<file path="src/rtl/nglp_pkg.sv">
`timescale 1ns / 1ps
// ----------------------------------------------------------------------------
// nglp_pkg
// Shared types, constants and small lookup functions of the GLL position
// parser: payload structs, result codes, character codes and field widths.
// ----------------------------------------------------------------------------
package nglp_pkg;

  // Capture buffer size and derived byte-position width
  localparam int BUFFER_BYTES = 256;
  localparam int POS_W        = $clog2(BUFFER_BYTES + 1);
  localparam int CFG_W        = 8;
  localparam int CMP_W        = ((POS_W > CFG_W) ? POS_W : CFG_W) + 1;

  // Coordinate digit store: integer part kept as degrees and minutes
  localparam int Q_W   = 10;   // degrees, up to 999
  localparam int R_W   = 7;    // whole minutes, up to 99
  localparam int F_W   = 17;   // five fraction digits of minutes
  localparam int UTC_W = 20;
  localparam int E7_W  = 31;

  localparam logic [Q_W-1:0]   Q_SAT   = Q_W'(999);
  localparam logic [R_W-1:0]   R_SAT   = R_W'(99);
  localparam logic [UTC_W-1:0] UTC_MAX = UTC_W'(999999);
  localparam logic [E7_W-1:0]  LAT_MAX = E7_W'(999999999);
  localparam logic [E7_W-1:0]  LON_MAX = E7_W'(1999999999);
  localparam logic [CFG_W-1:0] MIN_BYTES_RST = CFG_W'(50);

  // Result codes
  localparam logic [1:0] RC_OK          = 2'd0;
  localparam logic [1:0] RC_NO_SENTENCE = 2'd1;
  localparam logic [1:0] RC_TRUNCATED   = 2'd2;
  localparam logic [1:0] RC_EMPTY       = 2'd3;

  // Character codes
  localparam logic [7:0] CH_NUL    = 8'h00;
  localparam logic [7:0] CH_SPACE  = 8'h20;
  localparam logic [7:0] CH_DOLLAR = 8'h24;
  localparam logic [7:0] CH_STAR   = 8'h2A;
  localparam logic [7:0] CH_COMMA  = 8'h2C;
  localparam logic [7:0] CH_DOT    = 8'h2E;
  localparam logic [7:0] CH_ZERO   = 8'h30;
  localparam logic [7:0] CH_NINE   = 8'h39;
  localparam logic [7:0] CH_A      = 8'h41;
  localparam logic [7:0] CH_G      = 8'h47;
  localparam logic [7:0] CH_L      = 8'h4C;
  localparam logic [7:0] CH_P      = 8'h50;
  localparam logic [7:0] CH_LOW_Z  = 8'h7A;

  localparam logic [2:0] TAG_LEN = 3'd6;

  // Field numbers (commas counted)
  localparam logic [2:0] FLD_LAT    = 3'd1;
  localparam logic [2:0] FLD_LON    = 3'd3;
  localparam logic [2:0] FLD_UTC    = 3'd5;
  localparam logic [2:0] FLD_STATUS = 3'd6;
  localparam logic [2:0] FLD_MAX    = 3'd7;

  localparam logic [3:0] OFS_FIRST  = 4'd7;
  localparam logic [3:0] OFS_SECOND = 4'd8;
  localparam logic [3:0] OFS_SAT    = 4'd9;

  typedef struct packed {
    logic [7:0] rx_byte;
    logic       last_byte;
  } nglp_in_t;

  typedef struct packed {
    logic [1:0]  result_code;
    logic [29:0] latitude_e7;
    logic [30:0] longitude_e7;
    logic [19:0] utc_hhmmss;
    logic        fix_active;
    logic        latitude_present;
    logic        longitude_present;
    logic        utc_present;
    logic        status_present;
  } nglp_out_t;

  // Result fields that need no conversion
  typedef struct packed {
    logic [1:0]       code;
    logic [UTC_W-1:0] utc;
    logic             fix;
    logic             lat_p;
    logic             lon_p;
    logic             utc_p;
    logic             st_p;
  } nglp_tail_t;

  // Per-buffer summary handed from the scanner to the conversion pipeline
  typedef struct packed {
    nglp_tail_t     tail;
    logic [Q_W-1:0] lat_q;
    logic [R_W-1:0] lat_r;
    logic [F_W-1:0] lat_f;
    logic [Q_W-1:0] lon_q;
    logic [R_W-1:0] lon_r;
    logic [F_W-1:0] lon_f;
  } nglp_sum_t;

  function automatic logic [7:0] tag_char(input logic [2:0] idx);
    logic [7:0] c;
    case (idx)
      3'd0:    c = CH_DOLLAR;
      3'd1:    c = CH_G;
      3'd2:    c = CH_P;
      3'd3:    c = CH_G;
      3'd4:    c = CH_L;
      3'd5:    c = CH_L;
      default: c = CH_NUL;
    endcase
    return c;
  endfunction

  function automatic logic [13:0] frac_weight(input logic [2:0] idx);
    logic [13:0] w;
    case (idx)
      3'd0:    w = 14'd10000;
      3'd1:    w = 14'd1000;
      3'd2:    w = 14'd100;
      3'd3:    w = 14'd10;
      3'd4:    w = 14'd1;
      default: w = 14'd0;
    endcase
    return w;
  endfunction

endpackage

</file>
<file path="src/rtl/nglp_scan.sv">
`timescale 1ns / 1ps
// ----------------------------------------------------------------------------
// nglp_scan
// Byte scanner: tag search, field counting and digit accumulation, one byte
// per beat; emits a registered summary on the last byte of each buffer.
// ----------------------------------------------------------------------------
module nglp_scan (
  input  logic                     clk,
  input  logic                     rst_n,
  input  logic                     in_valid,
  output logic                     in_ready,
  input  nglp_pkg::nglp_in_t       in_data,
  input  logic                     cfg_valid,
  input  logic [nglp_pkg::CFG_W-1:0] cfg_data,
  output logic                     sum_valid,
  input  logic                     sum_ready,
  output nglp_pkg::nglp_sum_t      sum_data
);
  import nglp_pkg::*;

  logic [CFG_W-1:0] min_bytes_r;

  logic [POS_W-1:0] pos_r, pos_nxt;
  logic [2:0]       mp_r, mp_nxt;
  logic             found_r, found_nxt;
  logic [POS_W-1:0] start_r, start_nxt;
  logic [3:0]       ofs_r, ofs_nxt;
  logic             empty_r, empty_nxt;
  logic [2:0]       fld_r, fld_nxt;
  logic             stop_r, stop_nxt;
  logic [Q_W-1:0]   q_r [2], q_nxt [2];
  logic [R_W-1:0]   r_r [2], r_nxt [2];
  logic [F_W-1:0]   f_r [2], f_nxt [2];
  logic [2:0]       fd_r, fd_nxt;
  logic             infr_r, infr_nxt;
  logic [UTC_W-1:0] utc_r, utc_nxt;
  logic [4:0]       flags_r, flags_nxt;
  logic             dead_r, dead_nxt;
  logic             done_r, done_nxt;
  logic             fresh_r, fresh_nxt;

  logic             sum_v_r;
  nglp_sum_t        sum_r, sum_nxt;

  logic             accept;
  logic [7:0]       b;
  logic             digit;
  logic [3:0]       d;
  logic             slot;
  logic             slot_hit;
  logic [9:0]       tq;
  logic [3:0]       tq_div;
  logic [15:0]      tq_mul;
  logic [23:0]      utc_ext;
  logic [3:0]       ofs_inc;
  logic             code_ok;
  logic [CMP_W-1:0] need_end;

  assign in_ready  = ~sum_v_r | sum_ready;
  assign accept    = in_valid & in_ready;
  assign sum_valid = sum_v_r;
  assign sum_data  = sum_r;

  assign b     = in_data.rx_byte;
  assign digit = (b >= CH_ZERO) && (b <= CH_NINE);
  assign d     = 4'(b - CH_ZERO);
  assign slot  = (fld_r == FLD_LON);
  assign slot_hit = (fld_r == FLD_LAT) || (fld_r == FLD_LON);

  // Append a digit to degrees/minutes: t = r*10 + d, split by 100
  assign tq     = 10'(r_r[slot]) * 10'd10 + 10'(d);
  assign tq_mul = 16'(tq) * 16'd41;
  assign tq_div = 4'(tq_mul >> 12);
  assign utc_ext = 24'(utc_r) * 24'd10 + 24'(d);
  assign ofs_inc = (ofs_r < OFS_SAT) ? ofs_r + 4'd1 : ofs_r;

  always_comb begin
    pos_nxt   = pos_r;
    mp_nxt    = mp_r;
    found_nxt = found_r;
    start_nxt = start_r;
    ofs_nxt   = ofs_r;
    empty_nxt = empty_r;
    fld_nxt   = fld_r;
    stop_nxt  = stop_r;
    q_nxt     = q_r;
    r_nxt     = r_r;
    f_nxt     = f_r;
    fd_nxt    = fd_r;
    infr_nxt  = infr_r;
    utc_nxt   = utc_r;
    flags_nxt = flags_r;
    dead_nxt  = dead_r;
    done_nxt  = done_r;
    fresh_nxt = fresh_r;

    if (pos_r < POS_W'(BUFFER_BYTES)) begin
      pos_nxt = pos_r + POS_W'(1);
      if (found_r) begin
        ofs_nxt = ofs_inc;
        if (ofs_inc == OFS_FIRST) begin
          empty_nxt = (b == CH_COMMA);
        end else if (ofs_inc == OFS_SECOND) begin
          empty_nxt = empty_r && (b == CH_COMMA);
        end
        if (!stop_r) begin
          if (fresh_r && fld_r == FLD_STATUS && b == CH_A) begin
            flags_nxt[0] = 1'b1;
          end
          fresh_nxt = 1'b0;
          if (b == CH_STAR || b < CH_SPACE || b > CH_LOW_Z) begin
            stop_nxt = 1'b1;
          end else if (b == CH_COMMA) begin
            if (fld_r < FLD_MAX) begin
              fld_nxt = fld_r + 3'd1;
            end
            case (fld_nxt)
              FLD_LAT:    flags_nxt[1] = 1'b1;
              FLD_LON:    flags_nxt[2] = 1'b1;
              FLD_UTC:    flags_nxt[3] = 1'b1;
              FLD_STATUS: flags_nxt[4] = 1'b1;
              default:    ;
            endcase
            infr_nxt  = 1'b0;
            fd_nxt    = 3'd0;
            done_nxt  = 1'b0;
            fresh_nxt = 1'b1;
          end else if (!done_r) begin
            if (fld_r == FLD_UTC) begin
              if (digit) begin
                utc_nxt = (utc_ext > 24'(UTC_MAX)) ? UTC_MAX : utc_ext[UTC_W-1:0];
              end else begin
                done_nxt = 1'b1;
              end
            end else if (slot_hit) begin
              if (digit) begin
                if (!infr_r) begin
                  // Whole part saturates once it exceeds five digits
                  if (q_r[slot] >= Q_W'(100)) begin
                    q_nxt[slot] = Q_SAT;
                    r_nxt[slot] = R_SAT;
                  end else begin
                    q_nxt[slot] = Q_W'(q_r[slot] * Q_W'(10)) + Q_W'(tq_div);
                    r_nxt[slot] = R_W'(tq - 10'(tq_div) * 10'd100);
                  end
                end else if (fd_r < 3'd5) begin
                  f_nxt[slot] = f_r[slot] + F_W'(d) * F_W'(frac_weight(fd_r));
                  fd_nxt      = fd_r + 3'd1;
                end
              end else if (b == CH_DOT && !infr_r) begin
                infr_nxt = 1'b1;
              end else begin
                done_nxt = 1'b1;
              end
            end
          end
        end
      end else if (!dead_r) begin
        if (b == CH_NUL) begin
          dead_nxt = 1'b1;
        end else if (mp_r < TAG_LEN && b == tag_char(mp_r)) begin
          if (mp_r == 3'd0) begin
            start_nxt = pos_r;
          end
          mp_nxt = mp_r + 3'd1;
          if (mp_nxt == TAG_LEN) begin
            found_nxt = 1'b1;
            ofs_nxt   = 4'(TAG_LEN - 3'd1);
          end
        end else if (b == CH_DOLLAR) begin
          mp_nxt    = 3'd1;
          start_nxt = pos_r;
        end else begin
          mp_nxt = 3'd0;
        end
      end
    end
  end

  // Summary of the finished buffer
  assign need_end = CMP_W'(start_nxt) + CMP_W'(min_bytes_r);

  always_comb begin
    sum_nxt = '0;
    if (!found_nxt) begin
      sum_nxt.tail.code = RC_NO_SENTENCE;
    end else if (need_end > CMP_W'(pos_nxt)) begin
      sum_nxt.tail.code = RC_TRUNCATED;
    end else if (empty_nxt) begin
      sum_nxt.tail.code = RC_EMPTY;
    end else begin
      sum_nxt.tail.code = RC_OK;
    end
    code_ok = (sum_nxt.tail.code == RC_OK);
    if (code_ok) begin
      sum_nxt.tail.fix   = flags_nxt[0];
      sum_nxt.tail.lat_p = flags_nxt[1];
      sum_nxt.tail.lon_p = flags_nxt[2];
      sum_nxt.tail.utc_p = flags_nxt[3];
      sum_nxt.tail.st_p  = flags_nxt[4];
      if (flags_nxt[3]) begin
        sum_nxt.tail.utc = utc_nxt;
      end
      if (flags_nxt[1]) begin
        sum_nxt.lat_q = q_nxt[0];
        sum_nxt.lat_r = r_nxt[0];
        sum_nxt.lat_f = f_nxt[0];
      end
      if (flags_nxt[2]) begin
        sum_nxt.lon_q = q_nxt[1];
        sum_nxt.lon_r = r_nxt[1];
        sum_nxt.lon_f = f_nxt[1];
      end
    end
  end

  always_ff @(posedge clk) begin
    if (!rst_n) begin
      min_bytes_r <= MIN_BYTES_RST;
    end else if (cfg_valid) begin
      min_bytes_r <= cfg_data;
    end
  end

  always_ff @(posedge clk) begin
    if (!rst_n || (accept && in_data.last_byte)) begin
      pos_r   <= '0;
      mp_r    <= '0;
      found_r <= 1'b0;
      start_r <= '0;
      ofs_r   <= '0;
      empty_r <= 1'b0;
      fld_r   <= '0;
      stop_r  <= 1'b0;
      q_r     <= '{default: '0};
      r_r     <= '{default: '0};
      f_r     <= '{default: '0};
      fd_r    <= '0;
      infr_r  <= 1'b0;
      utc_r   <= '0;
      flags_r <= '0;
      dead_r  <= 1'b0;
      done_r  <= 1'b0;
      fresh_r <= 1'b0;
    end else if (accept) begin
      pos_r   <= pos_nxt;
      mp_r    <= mp_nxt;
      found_r <= found_nxt;
      start_r <= start_nxt;
      ofs_r   <= ofs_nxt;
      empty_r <= empty_nxt;
      fld_r   <= fld_nxt;
      stop_r  <= stop_nxt;
      q_r     <= q_nxt;
      r_r     <= r_nxt;
      f_r     <= f_nxt;
      fd_r    <= fd_nxt;
      infr_r  <= infr_nxt;
      utc_r   <= utc_nxt;
      flags_r <= flags_nxt;
      dead_r  <= dead_nxt;
      done_r  <= done_nxt;
      fresh_r <= fresh_nxt;
    end
  end

  always_ff @(posedge clk) begin
    if (!rst_n) begin
      sum_v_r <= 1'b0;
    end else if (accept && in_data.last_byte) begin
      sum_v_r <= 1'b1;
    end else if (sum_ready) begin
      sum_v_r <= 1'b0;
    end
  end

  always_ff @(posedge clk) begin
    if (accept && in_data.last_byte) begin
      sum_r <= sum_nxt;
    end
  end

endmodule

</file>
<file path="config.mk">
export PLATFORM = sky130hd
export DESIGN_NAME = nglp_scan
export DESIGN_NICKNAME = d
export VERILOG_FILES = /design/src/rtl/nglp_pkg.sv /design/src/rtl/nglp_scan.sv
export SDC_FILE = /design/constraint.sdc
export NUM_CORES = 1
export LEC_CHECK = 0
export BUFFER_PORTS_ARGS = -buffer_cell sky130_fd_sc_hd__buf_4
export CAP_MARGIN = 20
export CELL_PAD_IN_SITES_DETAIL_PLACEMENT = 1
export CELL_PAD_IN_SITES_GLOBAL_PLACEMENT = 1
export CORE_ASPECT_RATIO = 1.75
export CORE_MARGIN = 4
export CORE_UTILIZATION = 40
export CTS_CLUSTER_DIAMETER = 120
export CTS_CLUSTER_SIZE = 10
export DETAILED_ROUTE_END_ITERATION = 6
export PLACE_DENSITY = 0.67
export SLEW_MARGIN = 40
export SYNTH_ARGS = -nofsm -noshare
export SYNTH_HDL_FRONTEND = slang
export SYNTH_SLANG_ARGS = --single-unit
</file>
<file path="constraint.sdc">
create_clock -name clk -period 17.7 [get_ports clk]
set_input_delay 0.885 -clock clk [delete_from_list [all_inputs] [get_ports clk]]
set_output_delay 0.885 -clock clk [all_outputs]
set_load 0.01 [all_outputs]
</file>
==> summary.md <==
| Metric | Value |
|---|---|
| Largest family of logic cells by synthesized area | `simple AND/OR/NAND/NOR gates` |
| Clock skew | `0.02030 ns` |
| Syn-to-layout area delta | `12.49%` |
| Port-buffer cells | `118` |
| WL final | `52960 microns` |
| N_diodes | `0` |
| Share of post-route cells with drive strength above 1 | `0.1281` |
| # IOs | `119` |
| Mapped cell area | `17270 sq um` |
| Crit-path most repeated cell | `ha_1` |
| Via count | `14.75k` |
| Most common cell in the netlist | `nor2_1` |
| Placed insts | `2542` |
| Hold Crit Class | `flip-flop to flip-flop` |
| Sequential element share of the synthesized area | `0.3274` |
| Slew @ Worst Pin | `0.8013 ns` |
| Metal-1 WL | `19680 microns` |
| Critical-path top delay cell | `ha_2` |
| Power Density | `65.15 nW/um^2` |
| Synth top area share | `0.1652` |
| Syn nets | `2165` |
| XOR/XNOR Fraction of Synth Area | `0.05382` |
| Synth Area in Adders | `0.1656` |
| Maximum fanout along the worst path | `25` |
| CP required | `17.99 ns` |
| CP arrival | `8.85 ns` |
| TritonRoute pass-1 iters | `4` |
| CP Launch Type | `flip-flop` |
| Crit share post-route | `0.4841` |
| Outcome | `complete, no violations` |
| Slew headroom | `0.4638` |
| Chip height | `282.9 microns` |
| Synthesized instance count | `1939` |
| Clock Path Buffers | `3` |
| Die Wd | `165.1 microns` |
| Predominant post-synthesis flop cell | `dfxtp_1` |
| Max Slew Vio Count | `0` |
| Final std cells w/o fill | `2590` |
| Post-synth ARST share | `0` |
| TritonCTS clock tree | `yes` |
| Die area | `46700 sq um` |
| Maximum capacitance violations | `0` |
| Initial antenna violation count | `0` |
| Distinct cell type count after synthesis | `99` |
| Clock buffer count from CTS | `27` |
| Avg Vias per Cell | `5.696` |
| Root Driver | `clkbuf_16` |
| Area contributors post-synth | `edfxtp_1 17%, dfxtp_1 16%, ha_1 12%` |
| Vias in the first global route | `15.92k` |
| First-pass GRT wire length | `84630 microns` |
| Initial Util | `0.4048` |
| Clock tree sinks | `235` |
| Top Metal Used | `met4` |
| Post-route ant nets | `0` |
| TNS Setup | `0 ns` |
| Clock transition at the registers of the reported paths | `0.06 ns` |
| DR iter-0 viols | `587` |
| Clk_lat worst skew | `0.56 ns` |
| Hold Buf Count CTS | `0` |
| Final-layout fill cell count | `4983` |
| Final net count | `2236` |
| Number of setup buffers added after CTS | `0` |
| #FFs+latches synth | `235` |
| WL met3 | `1943 microns` |
| FP Rows | `100` |
| Synth cell count leaders | `205 x nor2_1, 183 x nand2_1, 163 x ha_1` |
| Synth Area in Simple Gates | `0.1905` |
| Fin. Hold Viols | `0` |
| Routed WL per cell | `20.45 microns` |
| DRC viols | `0` |
| Placer Congestion | `0.8523` |
| EDFF count, synth | `95` |
| Largest net degree at the start of global routing | `76` |
| Synth area leader | `edfxtp_1` |
| VDD IR max | `0.00006261 V` |
| Pleak | `7.781 nW` |
| Crit. End Element | `flip-flop` |
| DP HPWL | `40040 microns` |
| Total grt overflow | `0` |
| Setup CP Type | `flip-flop to flip-flop` |
| Final Setup Violations | `0` |
| YS warnings | `0` |
| Worst path max stage delay | `0.63 ns` |
| Fmax | `0.1167 GHz` |
| Mux cell area share after synthesis | `0.03941` |
| RSZ-0062 raised after global routing | `no` |
| Final Critical Period | `8.568 ns` |
| Core Box Area | `42670 sq um` |
| H-tree levels | `1` |
| DR WL met2 | `29210 microns` |
| Tot GR Track Use | `0.2259` |
| Post-synthesis compound-gate area fraction | `0.1783` |
| Post-CTS sizing | `0` |
| Mapped Avg Cell Area | `8.908 sq um` |
[path summary, 6_finish.rpt]
check,end,cells after the start,slack [ns],from
worst max-delay path,sum_data[23]$_SDFFCE_PN0P_,32,9.13,fld_r[0]$_SDFFE_PP0P_
worst min-delay path,f_r[22]$_SDFFE_PP0P_,2,0.47,f_r[22]$_SDFFE_PP0P_
worst max register to register,sum_data[23]$_SDFFCE_PN0P_,32,9.13,fld_r[0]$_SDFFE_PP0P_
worst min register to register,f_r[22]$_SDFFE_PP0P_,2,0.47,f_r[22]$_SDFFE_PP0P_
[area by class of cell]
cell class / instances / area (sq um) / area share
Clock inverter: 2 / 15.01 / 0.0007727
Sequential cell: 235 / 5655 / 0.2911
Timing Repair Buffer: 135 / 1021 / 0.05255
Inverter: 104 / 392.9 / 0.02022
Multi-Input combinational cell: 1507 / 10900 / 0.5608
Clock buffer: 46 / 747.0 / 0.03844
Tap cell: 561 / 701.9 / 0.03613
[power by group]
group / switching (mW) / internal, mW / total (mW)
registers: 0.00644 / 0.576 / 0.583
clock network: 0.234 / 0.284 / 0.519
logic: 0.0996 / 0.0648 / 0.164
[routing by layer]
layer  track usage  up-vias
met3       0.02994      103
met1        0.2356     7304
li1              -     7086
met2        0.4452      260
met4       0.09029        0
met5             0        -
[sequential cells by signal (all words and copies together), names as in the netlist, 8 cells and up]
| signal | count |
|---|---|
| min_bytes_r | 8 |
| r_r | 14 |
| pos_r | 9 |
| q_r | 20 |
| sum_data | 95 |
| f_r | 34 |
| start_r | 9 |
| utc_r | 20 |
[kinds of logic after synthesis]
| family | count (synthesis) |
|---|---|
| buffers and inverters | 197 |
| flip-flops | 235 |
| adder cells (fa/ha/maj) | 204 |
| multiplexers | 65 |
| AND/OR/NAND/NOR | 684 |
| AO/OA/AOI/OAI | 452 |
| XOR/XNOR | 102 |
[placed cells by master (no fill, tap or decap), drive strengths merged, types with 25 or more instances in the layout]
master	n
a21o	25
a21oi	137
inv	105
and2	26
nand2	183
nor3	68
buf	135
edfxtp	95
a31oi	26
o21ai	79
xor2	34
ha	163
mux2i	41
clkbuf	46
dfxtp	140
nand3	60
xnor2	67
fa	41
nor2	207
a211oi	31
[metrics by stage]
step | instance area [sq um] | power (mW) | setup WS [ns] | hold WS [ns] | utilization
finish | 19430 | 1.266 | 9.132 | 0.4720 | 0.4554
global route | 19430 | 1.323 | 8.408 | 0.4834 | 0.4554
CTS | 19410 | 1.284 | 9.139 | 0.4731 | 0.4550
detailed placement | 18650 | 0.7613 | 9.201 | 0.4641 | 0.4371
global placement | 18640 | 0.7533 | 9.426 | 0.4447 | 0.4368
floorplan | 17270 | 0.6994 | 9.198 | 0.4363 | -
[worst max-delay path, delay by kind of cell, from the launching register on]
kind | cells | cell delay (ns)
xor+xnor | 7 | 1.30
buf+inv | 2 | 0.20
mux | 1 | 0.43
compound gates | 6 | 1.69
simple gates | 5 | 0.49
flops | 1 | 0.45
fa+ha+maj | 11 | 3.72
Power figures use the tool's default switching activity.
